[config.mk]
export PLATFORM = sky130hd
export DESIGN_NAME = json_string_unescape_top
export DESIGN_NICKNAME = d
export VERILOG_FILES = /design/src/rtl/core/jsu_pkg.sv /design/src/rtl/core/json_string_unescape_top.sv /design/src/rtl/core/jsu_front.sv /design/src/rtl/core/jsu_fifo.sv /design/src/rtl/core/jsu_back.sv
export SDC_FILE = /design/constraint.sdc
export NUM_CORES = 1
export LEC_CHECK = 0
export BUFFER_PORTS_ARGS = -buffer_cell sky130_fd_sc_hd__buf_2
export CAP_MARGIN = 30
export CELL_PAD_IN_SITES_DETAIL_PLACEMENT = 1
export CELL_PAD_IN_SITES_GLOBAL_PLACEMENT = 1
export CORE_MARGIN = 2
export CORE_UTILIZATION = 55
export CTS_CLUSTER_DIAMETER = 200
export CTS_CLUSTER_SIZE = 24
export DETAILED_ROUTE_END_ITERATION = 8
export HOLD_SLACK_MARGIN = 0.03
export PLACE_DENSITY = 0.89
export SYNTH_ARGS = -nofsm -noshare
export SYNTH_HDL_FRONTEND = slang
export SYNTH_SLANG_ARGS = --single-unit
[constraint.sdc]
create_clock -name i_clk -period 20.5 [get_ports i_clk]
set_clock_uncertainty 0.1 [all_clocks]
set_input_delay 4.1 -clock i_clk [delete_from_list [all_inputs] [get_ports i_clk]]
set_output_delay 4.1 -clock i_clk [all_outputs]
set_load 0.03 [all_outputs]
[src/rtl/core/jsu_pkg.sv]
package jsu_pkg;

    // Depth of the queue between the decoder and the byte serializer.
    localparam int unsigned QDepth = 4;
    localparam int unsigned QAw    = $clog2(QDepth);

    // Closing status codes
    localparam logic [1:0] ST_OK        = 2'd0;
    localparam logic [1:0] ST_MALFORMED = 2'd1;
    localparam logic [1:0] ST_CAPACITY  = 2'd2;

    typedef struct packed {
        logic [7:0] in_byte;
        logic       byte_present;
        logic       final_byte;
    } t_in;

    typedef struct packed {
        logic [7:0] out_byte;
        logic       byte_valid;
        logic       string_done;
        logic [1:0] status;
    } t_out;

    // One decoded request: up to four output bytes, plus closing info.
    typedef struct packed {
        logic [3:0][7:0] bytes;
        logic [2:0]      n_bytes;
        logic            last;
        logic [1:0]      status;
    } t_grp;

    typedef struct packed {
        logic full;
        logic empty;
    } t_q_st;

endpackage

[src/rtl/core/json_string_unescape_top.sv]
// A taken request's group enters the queue, then the output register once the register is free.
// Throughput: one request per cycle while the queue has room and each gives one result;
// the serializer drains a byte per cycle while its output is popped or empty; a \u escape
// of 2..4 bytes holds the input once the 4-entry decoder-to-serializer queue fills.
// Reset: synchronous, active low; clears decoder state, empties the queue and the output
// register and restores the capacity register to 65535.
module json_string_unescape_top (
    input  logic          i_clk,
    input  logic          i_rst_n,
    input  logic          i_cfg_wr_en,
    input  logic [15:0]   i_cfg_wr_data,
    input  logic          i_push,
    output logic          o_full,
    input  jsu_pkg::t_in  i_in,
    output logic          o_empty,
    input  logic          i_pop,
    output jsu_pkg::t_out o_out
);
    import jsu_pkg::*;

    t_grp  grp_in, grp_out;
    t_q_st q_st;
    logic  accept;
    logic  grp_push;
    logic  grp_pop;

    // Take a request whenever the queue has room; the decoder state advances at once.
    assign o_full = q_st.full;
    assign accept = i_push && !q_st.full;

    // Front: decode escapes, check capacity, build one group per request that yields bytes or closes the string.
    jsu_front u_front (
        .i_clk        (i_clk),
        .i_rst_n      (i_rst_n),
        .i_cfg_wr_en  (i_cfg_wr_en),
        .i_cfg_wr_data(i_cfg_wr_data),
        .i_accept     (accept),
        .i_in         (i_in),
        .o_push       (grp_push),
        .o_grp        (grp_in)
    );

    // Hold decoded groups so decoder and serializer stall independently.
    jsu_fifo u_fifo (
        .i_clk  (i_clk),
        .i_rst_n(i_rst_n),
        .i_push (grp_push),
        .i_data (grp_in),
        .i_pop  (grp_pop),
        .o_data (grp_out),
        .o_st   (q_st)
    );

    // Back: emit group bytes one per cycle into the output register while it is free or popped.
    jsu_back u_back (
        .i_clk      (i_clk),
        .i_rst_n    (i_rst_n),
        .i_grp      (grp_out),
        .i_grp_valid(!q_st.empty),
        .o_grp_pop  (grp_pop),
        .i_pop      (i_pop),
        .o_empty    (o_empty),
        .o_out      (o_out)
    );

    // A status-only result always closes a string.
    a_status_only_closes: assert property (@(posedge i_clk) disable iff (!i_rst_n)
        (!o_empty && !o_out.byte_valid) |-> o_out.string_done)
        else $error("status-only result without string_done");

    // Nonzero status only on a closing status-only result.
    a_status_on_close: assert property (@(posedge i_clk) disable iff (!i_rst_n)
        (!o_empty && o_out.status != ST_OK) |-> (o_out.string_done && !o_out.byte_valid))
        else $error("error status on a data result");

    // The decoder never pushes into a full queue.
    a_no_overflow: assert property (@(posedge i_clk) disable iff (!i_rst_n)
        grp_push |-> !q_st.full)
        else $error("group pushed into full queue");

    // The serializer never pops an empty queue.
    a_no_underflow: assert property (@(posedge i_clk) disable iff (!i_rst_n)
        grp_pop |-> !q_st.empty)
        else $error("group popped from empty queue");

endmodule

[src/rtl/core/jsu_front.sv]
module jsu_front (
    input  logic          i_clk,
    input  logic          i_rst_n,
    input  logic          i_cfg_wr_en,
    input  logic [15:0]   i_cfg_wr_data,
    input  logic          i_accept,
    input  jsu_pkg::t_in  i_in,
    output logic          o_push,
    output jsu_pkg::t_grp o_grp
);
    import jsu_pkg::*;

    localparam logic [7:0] CH_QUOTE = 8'h22;
    localparam logic [7:0] CH_BSL   = 8'h5C;
    localparam logic [7:0] CH_SLASH = 8'h2F;
    localparam logic [7:0] CH_B     = 8'h62;
    localparam logic [7:0] CH_F     = 8'h66;
    localparam logic [7:0] CH_N     = 8'h6E;
    localparam logic [7:0] CH_R     = 8'h72;
    localparam logic [7:0] CH_T     = 8'h74;
    localparam logic [7:0] CH_U     = 8'h75;

    typedef enum logic [3:0] {
        PH_PLAIN,
        PH_ESC,
        PH_HEX_HI,
        PH_WANT_BSL,
        PH_WANT_U,
        PH_HEX_LO
    } t_phase;

    typedef struct packed {
        logic       ok;
        logic [3:0] val;
    } t_hex;

    typedef struct packed {
        logic [3:0][7:0] b;
        logic [2:0]      n;
    } t_enc;

    function automatic t_hex hex_dec(input logic [7:0] c);
        t_hex h;
        h.ok  = 1'b1;
        h.val = c[3:0];
        if (c >= 8'h30 && c <= 8'h39) begin
            h.val = c[3:0];
        end else if ((c >= 8'h61 && c <= 8'h66) || (c >= 8'h41 && c <= 8'h46)) begin
            h.val = c[3:0] + 4'd9;
        end else begin
            h.ok = 1'b0;
        end
        return h;
    endfunction

    function automatic t_enc utf8_enc(input logic [20:0] cp);
        t_enc e;
        e = '0;
        if (cp < 21'h80) begin
            e.b[0] = cp[7:0];
            e.n    = 3'd1;
        end else if (cp < 21'h800) begin
            e.b[0] = {3'b110, cp[10:6]};
            e.b[1] = {2'b10, cp[5:0]};
            e.n    = 3'd2;
        end else if (cp < 21'h10000) begin
            e.b[0] = {4'b1110, cp[15:12]};
            e.b[1] = {2'b10, cp[11:6]};
            e.b[2] = {2'b10, cp[5:0]};
            e.n    = 3'd3;
        end else begin
            e.b[0] = {5'b11110, cp[20:18]};
            e.b[1] = {2'b10, cp[17:12]};
            e.b[2] = {2'b10, cp[11:6]};
            e.b[3] = {2'b10, cp[5:0]};
            e.n    = 3'd4;
        end
        return e;
    endfunction

    logic [15:0] r_cap;
    t_phase      r_phase, n_phase;
    logic [15:0] r_acc, n_acc;
    logic [1:0]  r_cnt, n_cnt;
    logic [9:0]  r_hs, n_hs;
    logic [15:0] r_bw, n_bw;
    logic [1:0]  r_err, n_err;

    t_enc        enc;
    t_hex        hx;
    logic [15:0] acc_new;
    logic [16:0] sum;
    logic [7:0]  c;

    assign c       = i_in.in_byte;
    assign hx      = hex_dec(c);
    assign acc_new = {r_acc[11:0], hx.val};

    always_comb begin
        n_phase = r_phase;
        n_acc   = r_acc;
        n_cnt   = r_cnt;
        n_hs    = r_hs;
        n_bw    = r_bw;
        n_err   = r_err;
        enc     = '0;

        if (i_in.byte_present && r_err == ST_OK) begin
            unique case (r_phase)
                PH_ESC: begin
                    n_phase = PH_PLAIN;
                    unique case (c) inside
                        CH_QUOTE, CH_BSL, CH_SLASH: begin
                            enc.b[0] = c;
                            enc.n    = 3'd1;
                        end
                        CH_B: begin enc.b[0] = 8'h08; enc.n = 3'd1; end
                        CH_F: begin enc.b[0] = 8'h0C; enc.n = 3'd1; end
                        CH_N: begin enc.b[0] = 8'h0A; enc.n = 3'd1; end
                        CH_R: begin enc.b[0] = 8'h0D; enc.n = 3'd1; end
                        CH_T: begin enc.b[0] = 8'h09; enc.n = 3'd1; end
                        CH_U: begin
                            n_phase = PH_HEX_HI;
                            n_acc   = '0;
                            n_cnt   = '0;
                        end
                        default: n_err = ST_MALFORMED;
                    endcase
                end
                PH_HEX_HI, PH_HEX_LO: begin
                    if (!hx.ok) begin
                        n_err   = ST_MALFORMED;
                        n_phase = PH_PLAIN;
                    end else begin
                        n_acc = acc_new;
                        if (r_cnt == 2'd3) begin
                            n_cnt = '0;
                            if (r_phase == PH_HEX_HI) begin
                                if (acc_new >= 16'hD800 && acc_new <= 16'hDBFF) begin
                                    n_hs    = acc_new[9:0];
                                    n_phase = PH_WANT_BSL;
                                end else if (acc_new >= 16'hDC00 && acc_new <= 16'hDFFF) begin
                                    n_err   = ST_MALFORMED;
                                    n_phase = PH_PLAIN;
                                end else begin
                                    n_phase = PH_PLAIN;
                                    enc     = utf8_enc({5'd0, acc_new});
                                end
                            end else begin
                                n_phase = PH_PLAIN;
                                if (acc_new < 16'hDC00 || acc_new > 16'hDFFF) begin
                                    n_err = ST_MALFORMED;
                                end else begin
                                    enc = utf8_enc(21'h10000 + {1'b0, r_hs, acc_new[9:0]});
                                end
                            end
                        end else begin
                            n_cnt = r_cnt + 2'd1;
                        end
                    end
                end
                PH_WANT_BSL: begin
                    if (c != CH_BSL) begin
                        n_err   = ST_MALFORMED;
                        n_phase = PH_PLAIN;
                    end else begin
                        n_phase = PH_WANT_U;
                    end
                end
                PH_WANT_U: begin
                    if (c != CH_U) begin
                        n_err   = ST_MALFORMED;
                        n_phase = PH_PLAIN;
                    end else begin
                        n_phase = PH_HEX_LO;
                        n_acc   = '0;
                        n_cnt   = '0;
                    end
                end
                default: begin
                    n_phase = PH_PLAIN;
                    if (c == CH_BSL) begin
                        n_phase = PH_ESC;
                    end else begin
                        enc.b[0] = c;
                        enc.n    = 3'd1;
                    end
                end
            endcase
        end

        // Capacity check over the whole expansion of this byte
        sum = {1'b0, r_bw} + {14'd0, enc.n};
        if (enc.n != 3'd0) begin
            if (sum > {1'b0, r_cap}) begin
                n_err   = ST_CAPACITY;
                n_phase = PH_PLAIN;
                enc.n   = 3'd0;
            end else begin
                n_bw = sum[15:0];
            end
        end

        // String closed inside an escape
        if (i_in.final_byte && n_phase != PH_PLAIN) begin
            if (n_err == ST_OK) begin
                n_err = ST_MALFORMED;
            end
            n_phase = PH_PLAIN;
            enc.n   = 3'd0;
        end
    end

    assign o_grp.bytes   = enc.b;
    assign o_grp.n_bytes = enc.n;
    assign o_grp.last    = i_in.final_byte;
    assign o_grp.status  = n_err;
    assign o_push        = i_accept && (enc.n != 3'd0 || i_in.final_byte);

    always_ff @(posedge i_clk) begin
        if (!i_rst_n) begin
            r_cap   <= 16'hFFFF;
            r_phase <= PH_PLAIN;
            r_acc   <= '0;
            r_cnt   <= '0;
            r_hs    <= '0;
            r_bw    <= '0;
            r_err   <= ST_OK;
        end else begin
            if (i_cfg_wr_en) begin
                r_cap <= i_cfg_wr_data;
            end
            if (i_accept && i_in.final_byte) begin
                r_phase <= PH_PLAIN;
                r_acc   <= '0;
                r_cnt   <= '0;
                r_hs    <= '0;
                r_bw    <= '0;
                r_err   <= ST_OK;
            end else if (i_accept) begin
                r_phase <= n_phase;
                r_acc   <= n_acc;
                r_cnt   <= n_cnt;
                r_hs    <= n_hs;
                r_bw    <= n_bw;
                r_err   <= n_err;
            end
        end
    end

endmodule

[src/rtl/core/jsu_fifo.sv]
module jsu_fifo (
    input  logic          i_clk,
    input  logic          i_rst_n,
    input  logic          i_push,
    input  jsu_pkg::t_grp i_data,
    input  logic          i_pop,
    output jsu_pkg::t_grp o_data,
    output jsu_pkg::t_q_st o_st
);
    import jsu_pkg::*;

    t_grp           r_mem [QDepth];
    logic [QAw-1:0] r_wp, r_rp;
    logic [QAw:0]   r_cnt;

    assign o_st.full  = (r_cnt == (QAw+1)'(QDepth));
    assign o_st.empty = (r_cnt == '0);
    assign o_data     = r_mem[r_rp];

    always_ff @(posedge i_clk) begin
        if (i_push) begin
            r_mem[r_wp] <= i_data;
        end
    end

    always_ff @(posedge i_clk) begin
        if (!i_rst_n) begin
            r_wp  <= '0;
            r_rp  <= '0;
            r_cnt <= '0;
        end else begin
            if (i_push) begin
                r_wp <= r_wp + QAw'(1);
            end
            if (i_pop) begin
                r_rp <= r_rp + QAw'(1);
            end
            r_cnt <= r_cnt + (QAw+1)'(i_push) - (QAw+1)'(i_pop);
        end
    end

endmodule

[src/rtl/core/jsu_back.sv]
module jsu_back (
    input  logic          i_clk,
    input  logic          i_rst_n,
    input  jsu_pkg::t_grp i_grp,
    input  logic          i_grp_valid,
    output logic          o_grp_pop,
    input  logic          i_pop,
    output logic          o_empty,
    output jsu_pkg::t_out o_out
);
    import jsu_pkg::*;

    logic [1:0] r_k;
    logic       r_valid;
    t_out       r_out;
    t_out       n_out;
    logic       load;
    logic       at_end;

    assign load      = i_grp_valid && (!r_valid || i_pop);
    assign at_end    = (i_grp.n_bytes == 3'd0) || ({1'b0, r_k} == i_grp.n_bytes - 3'd1);
    assign o_grp_pop = load && at_end;

    always_comb begin
        if (i_grp.n_bytes == 3'd0) begin
            n_out.out_byte    = '0;
            n_out.byte_valid  = 1'b0;
            n_out.string_done = 1'b1;
            n_out.status      = i_grp.status;
        end else begin
            n_out.out_byte    = i_grp.bytes[r_k];
            n_out.byte_valid  = 1'b1;
            n_out.string_done = i_grp.last && at_end;
            n_out.status      = ST_OK;
        end
    end

    always_ff @(posedge i_clk) begin
        if (load) begin
            r_out <= n_out;
        end
    end

    always_ff @(posedge i_clk) begin
        if (!i_rst_n) begin
            r_k     <= '0;
            r_valid <= 1'b0;
        end else begin
            if (load) begin
                r_valid <= 1'b1;
                r_k     <= at_end ? 2'd0 : r_k + 2'd1;
            end else if (i_pop) begin
                r_valid <= 1'b0;
            end
        end
    end

    assign o_empty = !r_valid;
    assign o_out   = r_out;

endmodule
Word-level counts from Yosys, hierarchy flattened
Memory sizes are Yosys's and may differ from the RTL's. A register that Yosys moved wholly into a read port is not among the register bits.
Index checks and enable logic that the tools add are counted.
{"block": "totals", "out_inout_bits": 14, "word_cells": 183, "n_memories": 1, "inputBits": 31, "mem_bits_rw": 152, "register_bits": 84}
{"name": "u_fifo.r_mem", "depth": 4, "word_bits": 38, "read_ports": 1, "rd_ports_with_merged_regs": 1, "write_ports": 1, "line_no": "jsu_fifo.sv:12", "source": "t_grp r_mem [QDepth];"}
{"block": "op_classes", "n_reduce_logical": 38, "n_mux": 75, "add_sub_neg": 10, "eq_ne": 22, "bitwise_logic": 2, "n_lt_le_gt_ge": 19}
{"op": "35-bit two-way mux", "count": 7}
{"op": "11-bit case mux with 6 select lines", "count": 1}
{"op": "8-bit by 7-bit == test with 1-bit output (second input constant)", "count": 7}
{"op": "2-bit two-way mux", "count": 24}
{"op": "24-bit two-way mux", "count": 2}
{"op": "12-bit two-way mux", "count": 3}
{"op": "4-bit two-way mux", "count": 9}
{"op": "12-bit case mux with 3 select lines", "count": 1}
{"op": "11-bit two-way mux", "count": 3}
{"op": "11-bit case mux with 3 select lines", "count": 1}
{"op": "16-bit greater-or-equal comparator (second input constant)", "count": 2}
{"op": "16-bit less-or-equal comparator (second input constant)", "count": 2}
{"op": "16-bit two-way mux", "count": 2}
{"op": "25-bit two-way mux", "count": 1}
{"op": "8-bit two-way mux", "count": 3}
{"op": "17-bit by 20-bit adder with 21-bit output (first input constant)", "count": 1}
{"op": "21-bit by 12-bit < comparator with 1-bit output (second input constant)", "count": 1}
{"op": "21-bit by 17-bit < comparator with 1-bit output (second input constant)", "count": 1}
{"op": "21-bit by 8-bit < comparator with 1-bit output (second input constant)", "count": 1}
{"op": "19-bit two-way mux", "count": 1}
{"op": "16-bit by 3-bit adder with 17-bit output", "count": 1}
{"op": "17-bit by 16-bit greater-than comparator with 1-bit output", "count": 1}
{"op": "17-bit two-way mux", "count": 1}
{"op": "8-bit binary-select mux with 2-bit select", "count": 1}
{"op": "44 further kinds", "count": 89}

Logic depth before layout (Yosys ltp)
{"block": "logic_depth", "ltp_word": 28, "depth_mapped": 30, "mapped_depth_nobuf": 28}

Hierarchy
Synthesis repeated with hierarchy kept, for this count alone.
{"block": "hier_totals", "cells_unflattened": 974, "area_unflattened_um2": 11802.6}
{"module": "jsu_fifo", "area_each_um2": 5940.7, "n_inst": 1, "cells_each": 241}
{"module": "jsu_front", "area_each_um2": 4981.0, "n_inst": 1, "cells_each": 668}
{"module": "jsu_back", "area_each_um2": 863.3, "n_inst": 1, "cells_each": 63}
{"module": "json_string_unescape_top", "area_each_um2": 17.5, "n_inst": 1, "cells_each": 2}

Worst setup path before layout
No wires, ideal clock.
{"block": "synth_path", "path_kind": "input -> register", "from": "input i_in[2] (netlist name)", "to": "memory u_fifo.r_mem[0][0] (netlist name), enable pin", "arrival_ns": 9.658, "setup_slack_ns": 10.346, "setup_ns": 0.395, "t_required_ns": 20.005, "stages": 22, "path_buffers": 2, "cell_sequence": "inv_1 ha_1 or3b_1 and3_1 buf_2 o21ai_0 or4_1 inv_1 ha_1 a21oi_1 nor4_1 nand3_1 or2_2 xnor2_1 ha_1 nand2_1 nor4_1 a221oi_1 or2_1 clkbuf_1 a211oi_2 and2_1"}
{"block": "synth_via", "elab_chain_cells": 28}
{"item": "start, declared", "line_no": "json_string_unescape_top.sv:14", "source": "input jsu_pkg::t_in i_in,"}
{"item": "8-bit by 7-bit greater-or-equal comparator with 1-bit output or 8-bit by 7-bit less-or-equal comparator with 1-bit output (tied branches)", "line_no": "jsu_front.sv:48", "source": "end else if ((c >= 8'h61 && c <= 8'h66) || (c >= 8'h41 && c <= 8'h46)) begin"}
{"item": "1-bit logical AND", "line_no": "jsu_front.sv:48"}
{"item": "1-bit logical OR", "line_no": "jsu_front.sv:48"}
{"item": "4-bit two-way mux", "line_no": "jsu_front.sv:48"}
{"item": "4-bit two-way mux", "line_no": "jsu_front.sv:46", "source": "if (c >= 8'h30 && c <= 8'h39) begin"}
{"item": "17-bit by 20-bit adder with 21-bit output", "line_no": "jsu_front.sv:154", "source": "enc = utf8_enc(21'h10000 + {1'b0, r_hs, acc_new[9:0]});"}
{"item": "21-bit by 17-bit < comparator with 1-bit output", "line_no": "jsu_front.sv:66", "source": "end else if (cp < 21'h10000) begin"}
{"item": "25-bit two-way mux", "line_no": "jsu_front.sv:66"}
{"item": "[9 not listed]"}
{"item": "named net u_front.sum[15]", "line_no": "jsu_front.sv:92", "source": "logic [16:0] sum;"}
{"item": "[3 not listed]"}
{"item": "4-bit nonzero test", "line_no": "jsu_front.sv:205", "source": "if (i_in.final_byte && n_phase != PH_PLAIN) begin"}
{"item": "1-bit logical AND", "line_no": "jsu_front.sv:205"}
{"item": "3-bit two-way mux *", "line_no": "jsu_front.sv:205"}
{"item": "3-bit nonzero test *", "line_no": "jsu_front.sv:218", "source": "assign o_push = i_accept && (enc.n != 3'd0 || i_in.final_byte);"}
{"item": "1-bit logical OR *", "line_no": "jsu_front.sv:218"}
{"item": "1-bit logical AND *", "line_no": "jsu_front.sv:218"}
{"item": "1-bit two-way mux *", "line_no": "jsu_fifo.sv:21", "source": "if (i_push) begin"}
{"item": "1-bit two-way mux (not written as such) *", "line_no": "jsu_fifo.sv:22", "source": "r_mem[r_wp] <= i_data;"}
{"item": "end, declared", "line_no": "jsu_fifo.sv:12"}
Mark *: on every way through the listed nets, which the timed path passes. The rest lies on a longest branch.

Final worst setup path
{"block": "layout_path", "from": "input i_in[2] (netlist name)", "to": "register u_fifo.r_cnt[2]"}
{"block": "layout_via", "elab_chain_cells": 28}
{"item": "8-bit by 7-bit greater-or-equal comparator with 1-bit output or 8-bit by 7-bit less-or-equal comparator with 1-bit output (tied branches)", "line_no": "jsu_front.sv:48"}
{"item": "1-bit logical AND", "line_no": "jsu_front.sv:48"}
{"item": "1-bit logical OR", "line_no": "jsu_front.sv:48"}
{"item": "4-bit two-way mux", "line_no": "jsu_front.sv:48"}
{"item": "4-bit two-way mux", "line_no": "jsu_front.sv:46"}
{"item": "17-bit by 20-bit adder with 21-bit output", "line_no": "jsu_front.sv:154"}
{"item": "21-bit by 17-bit < comparator with 1-bit output", "line_no": "jsu_front.sv:66"}
{"item": "25-bit two-way mux", "line_no": "jsu_front.sv:66"}
{"item": "[9 not listed]"}
{"item": "named net u_front.sum[15]", "line_no": "jsu_front.sv:92"}
{"item": "[3 not listed]"}
{"item": "4-bit nonzero test", "line_no": "jsu_front.sv:205"}
{"item": "1-bit logical AND", "line_no": "jsu_front.sv:205"}
{"item": "3-bit two-way mux *", "line_no": "jsu_front.sv:205"}
{"item": "3-bit nonzero test *", "line_no": "jsu_front.sv:218"}
{"item": "1-bit logical OR *", "line_no": "jsu_front.sv:218"}
{"item": "1-bit logical AND *", "line_no": "jsu_front.sv:218"}
{"item": "3-bit by 1-bit adder with 3-bit output *", "line_no": "jsu_fifo.sv:38", "source": "r_cnt <= r_cnt + (QAw+1)'(i_push) - (QAw+1)'(i_pop);"}
{"item": "3-bit by 1-bit subtractor with 3-bit output *", "line_no": "jsu_fifo.sv:38"}
{"item": "end signal, assigned", "line_no": "jsu_fifo.sv:38"}
{"item": "end, declared", "line_no": "jsu_fifo.sv:14", "source": "logic [QAw:0] r_cnt;"}
Marked as above.
A chain may end at the register's enable or synchronous reset.

==> results.md <==
- Drt drc: 0
- Final #Nets: ~1100
- Port bufs: 44
- YS warnings: 0
- CP Class: in2reg
- I/O Pins: 45
- LEAKAGE: 4.23 nW
- Max_slew headroom: about 28%
- Area delta synth->final: 7.24%
- CP bufs+invs: 6
- Required @ worst endpoint: 20.77 ns
- Mean Syn Cell Area: 11.7 sq um
- Fmax: 91.8 MHz
- Distinct cells, synth: 81
- Share of the synthesized area in the top cell type: 40.4%
- Post-route cell area: 12100 sq um
- HP Start: u_front.r_cap[2]
- First-pass GRT wire length: 47000 um
- Final Setup Violations: 0
- CP top delay family: simple AND/OR/NAND/NOR gates
- Die Span X: around 150 um
- Worst vdd ir: 0.0000436 V
- Crit path max fanout: 35
- Clk slew on worst S/H paths: 0.09 ns
- Rows: 52
- Hold Vio Cnt, Final: 0
- Max stage delay on crit path: 0.56 ns
- Post-synth EDFFs: approximately 150
- Synth area leaders: edfxtp_1 40%, dfxtp_1 13%, mux4_2 8.4%, ha_1 3.7%, nor2_1 3.0%
- Outcome: finished clean
- Detailed Route WL: slightly below 30000 um
- CTS tree: yes
- Critical path origin: i_in[2]
- CTS Hold Bufs: 0
- Gpl congestion: 0.886
- Grt ovf: 0
- RSZ-0062 raised after global routing: no
- Largest net degree at the start of global routing: 40
- Slew Limit Fails: 0
- All-layer global routing usage: 27.6%
- Number of H-tree levels: 1
- Top_reg_cell synth: edfxtp_1
- Setup TNS: 0 ns
- Die ar.: between 20000 and 25000 sq um
- Top cell by count, worst path: ha_1
- Tot Pwr: between 1 and 1.5 mW
- Synth Cell Area: 11300 sq um
- Yosys reg bits: 226
- Syn nets: ~1000
- Via count: 8047
- FF-to-FF Start: u_front.r_phase[1]
- Max cap viols: 0
- Number of global-route vias before repair: 8458
- Worst hold path class: reg2reg
- Final worst path period share: a little over half
- Minimum clock period: 10.89 ns
- Initial Util: 55.9%
- Longest Clk Path Bufs: 3
- CTS Buf Count: 13
- Asr flop ratio synth: 0%
- Critical path launch point type: input pin
- Via/cell ratio: ~6.4
- WL/cell: around 23 um
- Critical path arrival: 11.16 ns
- Root Buffer: clkbuf_16
- # resized after CTS: 0
- Initial antenna violation count: 2
- Slew @ Worst Pin: 1.07 ns
- PwrDens: 87.7 nW/um^2
- Die Ht: 147 um
- Largest area contributor in the netlist: edfxtp_1
- Cells after synthesis: 965
- Placeable Area: 20200 sq um
- Initial DRC Count: ~700
- Layout cells sized above 1: 14.7%
- Dpl cell area: 11800 sq um
- Dpl hpwl: about 21000 um
- Clk sinks: 226
- Clock Latency Late Sink: about 0.48 ns
- Post-CTS Setup Inserts: 0
- DR pass1 iterations: 5
- Sequential share of the synthesized area: 53.5%
- Routed Antenna Nets: 0
- Critical-path top delay cell: o21ai_0
- Critical path endpoint category: flop
## metrics by stage
stage          cells  setup slack, ns  hold slack [ns]  util [%]
2_1_floorplan    965            10.35            0.345         -
3_3_place_gp    1238             9.61            0.358      58.0
3_5_place_dp    1239             9.15            0.384      58.1
4_1_cts         1260             9.64            0.398      59.9
5_1_grt         1260             8.98            0.417      59.9
6_report        1261             9.61            0.395      59.9
## routing by layer
metal | vias up | GRT usage [%] | share of wire (%)
li1 | 3695 | - | -
met1 | 4046 | 37.4 | 42
met2 | 244 | 47.1 | 50
met3 | 60 | 4.01 | 5.3
met4 | 2 | 7.12 | 2.2
met5 | - | 0 | 0.037
## cell usage in the layout, fill, tap and decap left out, drive strengths merged, types with 12 or more instances in the layout
master	synthesis	routed
edfxtp	152	152
nor2	91	91
dfxtp	74	74
nand2	62	62
buf	20	59
a21oi	56	56
inv	47	48
mux4	42	42
ha	33	33
o21ai	29	29
and2	25	25
o211ai	24	24
a22oi	23	23
xnor2	21	21
clkbuf	35	20
o31ai	18	18
or4	16	16
nand3	16	16
nor3	13	13
nor4	13	13
mux2i	12	12
## Yosys cell counts (all sizes together), types with 3 or more instances
| library cell | instances |
|---|---|
| o221ai | 3 |
| nor4b | 6 |
| o2111ai | 3 |
| nand2 | 62 |
| a31oi | 6 |
| or3b | 4 |
| nand4b | 4 |
| a21oi | 56 |
| or2 | 9 |
| or4 | 16 |
| nand3b | 4 |
| o31ai | 18 |
| nand4 | 4 |
| nor2 | 91 |
| edfxtp | 152 |
| nor2b | 8 |
| o22ai | 6 |
| a21o | 5 |
| xor2 | 5 |
| o21bai | 3 |
| nor4 | 13 |
| inv | 47 |
| buf | 20 |
| and3 | 7 |
| nand2b | 8 |
| or3 | 5 |
| a32oi | 3 |
| xnor2 | 21 |
| o21a | 5 |
| ha | 33 |
| o21ai | 29 |
| o211ai | 24 |
| and2 | 25 |
| nand3 | 16 |
| a22oi | 23 |
| clkbuf | 35 |
| mux2 | 4 |
| mux2i | 12 |
| nor3b | 4 |
| mux4 | 42 |
| dfxtp | 74 |
| a211oi | 10 |
| nor3 | 13 |
## worst register-to-register path: stages, from the launching register on
cell      delay, ns
dfxtp_1        0.64
or4b_1         0.48
buf_4          0.24
nand2_2        0.14
o21ai_0        0.25
or4_1          0.70
inv_1          0.17
ha_1           0.26
a21oi_1        0.15
nor4_1         0.50
nand3_1        0.27
or2_2          0.39
xnor2_1        0.14
ha_1           0.31
nand2_1        0.06
nor4_1         0.24
a221oi_1       0.15
or2_1          0.22
buf_4          0.24
a211oi_2       0.55
inv_1          0.10
ha_1           0.31
inv_1          0.05
ha_1           0.18
fa_1           0.38
xnor2_1        0.18
nor2_1         0.05
## state kept, by name, summed over array words and instances, names as in the netlist, named ones only
signal,count
u_back.o_out,12
u_back.r_k,2
u_back.r_valid,1
u_fifo.r_cnt,3
u_fifo.r_mem,140
u_fifo.r_rp,2
u_fifo.r_wp,2
u_front.r_acc,12
u_front.r_bw,16
u_front.r_cap,16
u_front.r_cnt,2
u_front.r_err,2
u_front.r_hs,10
u_front.r_phase,4
## layout make-up
class	count	area (sq um)
fill	2126	8110
timing repair buffer	59	340
tap	270	338
multi-input combinational	636	4850
inverter	48	180
clock inverter	1	16.3
antenna	1	2.50
clock buffer	20	352
sequential	226	6050
## power by group
group	switching, mW	total (mW)	internal, mW
Combinational	0.138	0.239	0.102
Clock	0.145	0.267	0.122
Sequential	0.0217	0.557	0.535
Total	0.305	1.06	0.759
## worst paths after layout
kind	endpoint	slack, ns	cells past startpoint
min	u_front.r_cap[2]	0.39	2
min reg2reg	u_front.r_cap[2]	0.39	2
max reg2reg	u_fifo.r_cnt[2]	12.97	26
max	u_fifo.r_cnt[2]	9.61	28
## logic make-up after synthesis
| group | Yosys count | share of synthesized area [%] |
|---|---|---|
| xor+xnor | 26 | 2.01 |
| buf+inv | 103 | 3.72 |
| flops | 226 | 53.5 |
| mux | 58 | 9.83 |
| simple gates | 307 | 14.5 |
| fa+ha+maj | 35 | 4.01 |
| compound gates | 210 | 12.5 |
No activity file was read; power rests on OpenSTA's default activity.
